<file path="src/rtl/tvm_pkg.sv">
`timescale 1ns / 1ps

package tvm_pkg;

  localparam int CAPACITY_DEF = 32;
  localparam int OUT_LIMIT    = 32;

  localparam int VALUE_W = 32;
  localparam int TAG_W   = 7;
  localparam int TOL_W   = 16;
  localparam int RANK_W  = 5;
  localparam int REQ_W   = 2;

  // request codes
  localparam logic [REQ_W-1:0] REQ_INSERT = 2'd0;
  localparam logic [REQ_W-1:0] REQ_READ   = 2'd1;
  localparam logic [REQ_W-1:0] REQ_CLEAR  = 2'd2;

  typedef enum logic [1:0] {
    ST_IDLE,
    ST_INSERT,
    ST_READ
  } state_t;

  // one stored list entry
  typedef struct packed {
    logic                     valid;
    logic [VALUE_W-1:0]       value;
    logic signed [TAG_W-1:0]  tag;
  } entry_t;

  // word traveling down the chain during an insert
  typedef struct packed {
    logic                     active;
    logic                     shift;   // position found, just push along
    logic [VALUE_W-1:0]       value;
    logic signed [TAG_W-1:0]  tag;
  } carry_t;

  // broadcast control to every cell
  typedef struct packed {
    logic clear;
    logic rotate;
  } cell_ctrl_t;

endpackage

</file>
<file path="src/rtl/tvm_cell.sv">
`timescale 1ns / 1ps

module tvm_cell (
  input  logic                          clk,
  input  logic                          rst,
  input  logic [tvm_pkg::TOL_W-1:0]     tol,
  input  tvm_pkg::cell_ctrl_t           ctrl,
  input  tvm_pkg::carry_t               carry_in,
  output tvm_pkg::carry_t               carry_out,
  input  tvm_pkg::entry_t               rot_in,
  output tvm_pkg::entry_t               entry
);

  tvm_pkg::entry_t entry_next;
  tvm_pkg::carry_t carry_next;
  logic [tvm_pkg::VALUE_W:0] slack_sum;
  logic keep;

  // stored + tolerance >= incoming, no wrap
  assign slack_sum = {1'b0, entry.value} + {{(tvm_pkg::VALUE_W + 1 - tvm_pkg::TOL_W){1'b0}}, tol};
  assign keep = entry.valid && (slack_sum >= {1'b0, carry_in.value});

  always_comb begin
    entry_next = entry;
    carry_next = '0;
    if (ctrl.clear) begin
      entry_next.valid = 1'b0;
    end else if (ctrl.rotate) begin
      entry_next = rot_in;
    end else if (carry_in.active) begin
      if (carry_in.shift || !keep) begin
        entry_next.valid = 1'b1;
        entry_next.value = carry_in.value;
        entry_next.tag   = carry_in.tag;
        // displaced entry moves on; nothing to move if this cell was empty
        carry_next.active = entry.valid;
        carry_next.shift  = 1'b1;
        carry_next.value  = entry.value;
        carry_next.tag    = entry.tag;
      end else begin
        carry_next = carry_in;
      end
    end
  end

  always_ff @(posedge clk) begin
    if (rst) begin
      entry.valid      <= 1'b0;
      carry_out.active <= 1'b0;
    end else begin
      entry.valid      <= entry_next.valid;
      carry_out.active <= carry_next.active;
    end
    entry.value     <= entry_next.value;
    entry.tag       <= entry_next.tag;
    carry_out.shift <= carry_next.shift;
    carry_out.value <= carry_next.value;
    carry_out.tag   <= carry_next.tag;
  end

endmodule

</file>
<file path="config.mk">
export PLATFORM = sky130hd
export DESIGN_NAME = tvm_cell
export DESIGN_NICKNAME = d
export VERILOG_FILES = /design/src/rtl/tvm_pkg.sv /design/src/rtl/tvm_cell.sv
export SDC_FILE = /design/constraint.sdc
export NUM_CORES = 1
export LEC_CHECK = 0
export ABC_CLOCK_PERIOD_IN_PS = 7100
export BUFFER_PORTS_ARGS = -buffer_cell sky130_fd_sc_hd__buf_2
export CAP_MARGIN = 30
export CORE_MARGIN = 2
export CORE_UTILIZATION = 35
export CTS_BUF_LIST = sky130_fd_sc_hd__clkbuf_8
export CTS_CLUSTER_DIAMETER = 40
export DETAILED_ROUTE_END_ITERATION = 7
export GPL_ROUTABILITY_DRIVEN = 0
export HOLD_SLACK_MARGIN = 0.03
export PLACE_DENSITY = 0.6
export SYNTH_ARGS = -nofsm -noshare
export SYNTH_HDL_FRONTEND = slang
export SYNTH_SLANG_ARGS = --single-unit
</file>
<file path="constraint.sdc">
create_clock -name clk -period 7.1 [get_ports clk]
set_input_delay 0.355 -clock clk [delete_from_list [all_inputs] [get_ports clk]]
set_output_delay 0.355 -clock clk [all_outputs]
set_load 0.02 [all_outputs]
</file>
==> reports/metrics.csv <==
metric,value,unit
run_status,"complete, no violations",
clockBufferDepth,2,
yosys_warnings,0,
power_per_cell_area,189,mW/mm^2
drc,0,
cts-root-buf,clkbuf_8,
grt_overflow,0,
die_height,125,um
grt_setup_unrepaired,no,
fin_area,0.00633,mm^2
die_area,0.0156,mm^2
yosysMostFrequentCell,nand2_1,
ios,182,
p_leak,3.21,nW
synth_largest_area_cell,edfxtp_1,
p_clk_share,28.2,%
worstHoldPathType,in2reg,
finalSetupViolCount,0,
nFillCells,1465,
wl_met3,821,um
avgSynthCellArea,9.19,um^2
cts.sinks,81,
synth.distinct_cells,47,
ctsHoldBuffers,0,
clkLatencyLatePin,390,ps
grt_pass1_wl,21600,um
grt_usage,17.1,%
met1_length,5800,um
synthesis.area,0.00512,mm^2
fin_util,43.9,%
grt_pass1_vias,4523,
totalWireLength,13400,um
synth_edf_count,39,
synth_top_area_share,22.9,%
dr.first_iter.drc_count,150,
fin_hold_ws,152,ps
post-cts-setup-buffers,0,
synth_ff_type,dfxtp_1,
relSlewSlack,49.4,%
ant_nets,0,
dpl_cell_area,0.00614,mm^2
syn2layout_area_growth,23.7,%
p_seq_share,45.1,%
pwr-share-comb,26.6,%
max_stage_delay,480,ps
syn_nets,707,
grt_max_degree,75,
maxCapViolations,0,
fmax,195,MHz
antenna_found_initial,0,
critPathMaxFanout,22,
core_area,0.0144,mm^2
cp-start-kind,register,
synthCells,557,
die_x,125,um
highest_layer,met4,
report.final.slew_viol_count,0,
num_rows,44,
worstMarginPinSlew,758,ps
path_class,reg2reg,
placed_cells,902,
p_sw_share,33.5,%
dr_wl_met2,6480,um
post-place-ws,1930,ps
max-vdd-ir-drop,0.0885,mV
finalWorstSetupSlack,1980,ps
fin_crit_sh,72.2,%
fin_nets,879,
vias_per_cell,4.92,
wire_per_inst,14.6,um
slowest_stage,a22o_2,
firstDrtPassIters,6,
setup_tns,0,ps
cp-end-kind,register,
finalHoldViolCount,0,
ys_top_cells_by_count,"nand2_1 (129), ha_1 (48), inv_1 (43)",
intPower,0.795,mW
critical_path_required,7180,ps
layout-drive-gt1-share,29.7,%
report.power.total,1.20,mW
ys_seq_area_share,39.3,%
cts_max_level,3,
antenna_cells,0,
postCtsResizedCells,0,
switchingPower,0.401,mW
port_buffers,181,
async_reset_ff_share,0,%
crit_arrival,5200,ps
fin_crit,5120,ps
cts_tree,built,
cpLargestDelayFamily,compound AO/OA/AOI/OAI gates,
yosys_register_bits,81,
clk_pin_slew,90,ps
path_buf_inv,2,
synthTopCellsByArea,"edfxtp_1 (23%), dfxtp_1 (16%), ha_1 (12%), nand2_1 (9.5%), mux2i_1 (7.6%)",
finClkSkew,21.4,ps
place_hpwl,10100,um
via_count,4516,
crit_chain,ha_1 -> inv_1 -> fa_1 -> nand2b_1 -> a21oi_1 -> o2111ai_1 -> nand2_1 -> a221oi_4 -> nor3_1 -> xor2_1 -> ha_1 -> a21oi_1 -> o21ai_0 -> a2111oi_0 -> a211oi_1 -> a311oi_1 -> o21ai_2 -> nand3b_1 -> a22o_2 -> buf_12,
final_cells,918,
cts_made_buffers,9,
start_util,35.5,%
kinds of logic (layout without fill, tap and decap cells):
kind of cell	after synthesis	in the layout	share of synthesized area (%)
AO/OA/AOI/OAI	99	99	11.9
XOR/XNOR	30	30	5.13
adder cells (fa/ha/maj)	49	49	12.1
buffers and inverters	67	244	6.35
flip-flops	81	81	39.3
multiplexers	47	47	9.38
AND/OR/NAND/NOR	184	184	15.8
placed cells by master, fill, tap and decap left out, types with 9 or more instances in the layout:
master,n
buf_2,181
nand2_1,129
ha_1,48
inv_1,43
dfxtp_1,42
o21ai_0,40
mux2i_1,39
edfxtp_1,39
a21oi_1,24
xnor2_1,21
a21o_1,11
nor2_1,10
clkbuf_8,10
xor2_1,9
worst register-to-register path, delay by kind of cell, from the launching register on:
kind | cells | cell delay, ps
adder cells (fa/ha/maj) | 3 | 840
flip-flops | 1 | 370
buffers and inverters | 2 | 310
AO/OA/AOI/OAI | 10 | 2300
AND/OR/NAND/NOR | 4 | 800
XOR/XNOR | 1 | 200
registers in the layout, summed over array words and instances, names as in the netlist:
register / flops
carry_out: 41
entry: 40
final cells by class:
class / count / area (um^2) / area share (%)
timing repair buffer: 185 / 948 / 15.0
clock buffer: 10 / 138 / 2.17
multi-input combinational: 409 / 2790 / 44.1
tap: 184 / 230 / 3.64
clock inverter: 6 / 50.0 / 0.791
inverter: 43 / 161 / 2.55
sequential: 81 / 2010 / 31.8
layer usage:
layer	track usage, %	vias to the layer above
li1	-	2272
met1	20.8	2088
met2	29.6	139
met3	3.72	17
met4	6.99	0
met5	0	-
worst paths after layout:
path	from	to	slack, ps	cells past startpoint
max	entry[7]	entry[20]	1980	20
min	rst	entry[39]	150	2
max reg2reg	entry[7]	entry[20]	1980	20
min reg2reg	entry[0]	carry_out[0]	560	2
power groups by stage:
| stage | logic [mW] | registers (mW) | clock network [mW] |
|---|---|---|---|
| 2_1_floorplan | 0.185 | 0.577 | 0 |
| 3_3_place_gp | 0.310 | 0.550 | 0 |
| 3_5_place_dp | 0.318 | 0.551 | 0 |
| 4_1_cts | 0.321 | 0.540 | 0.348 |
| 5_1_grt | 0.358 | 0.544 | 0.361 |
| 6_report | 0.318 | 0.540 | 0.338 |
No activity file was read; power rests on OpenSTA's default activity.
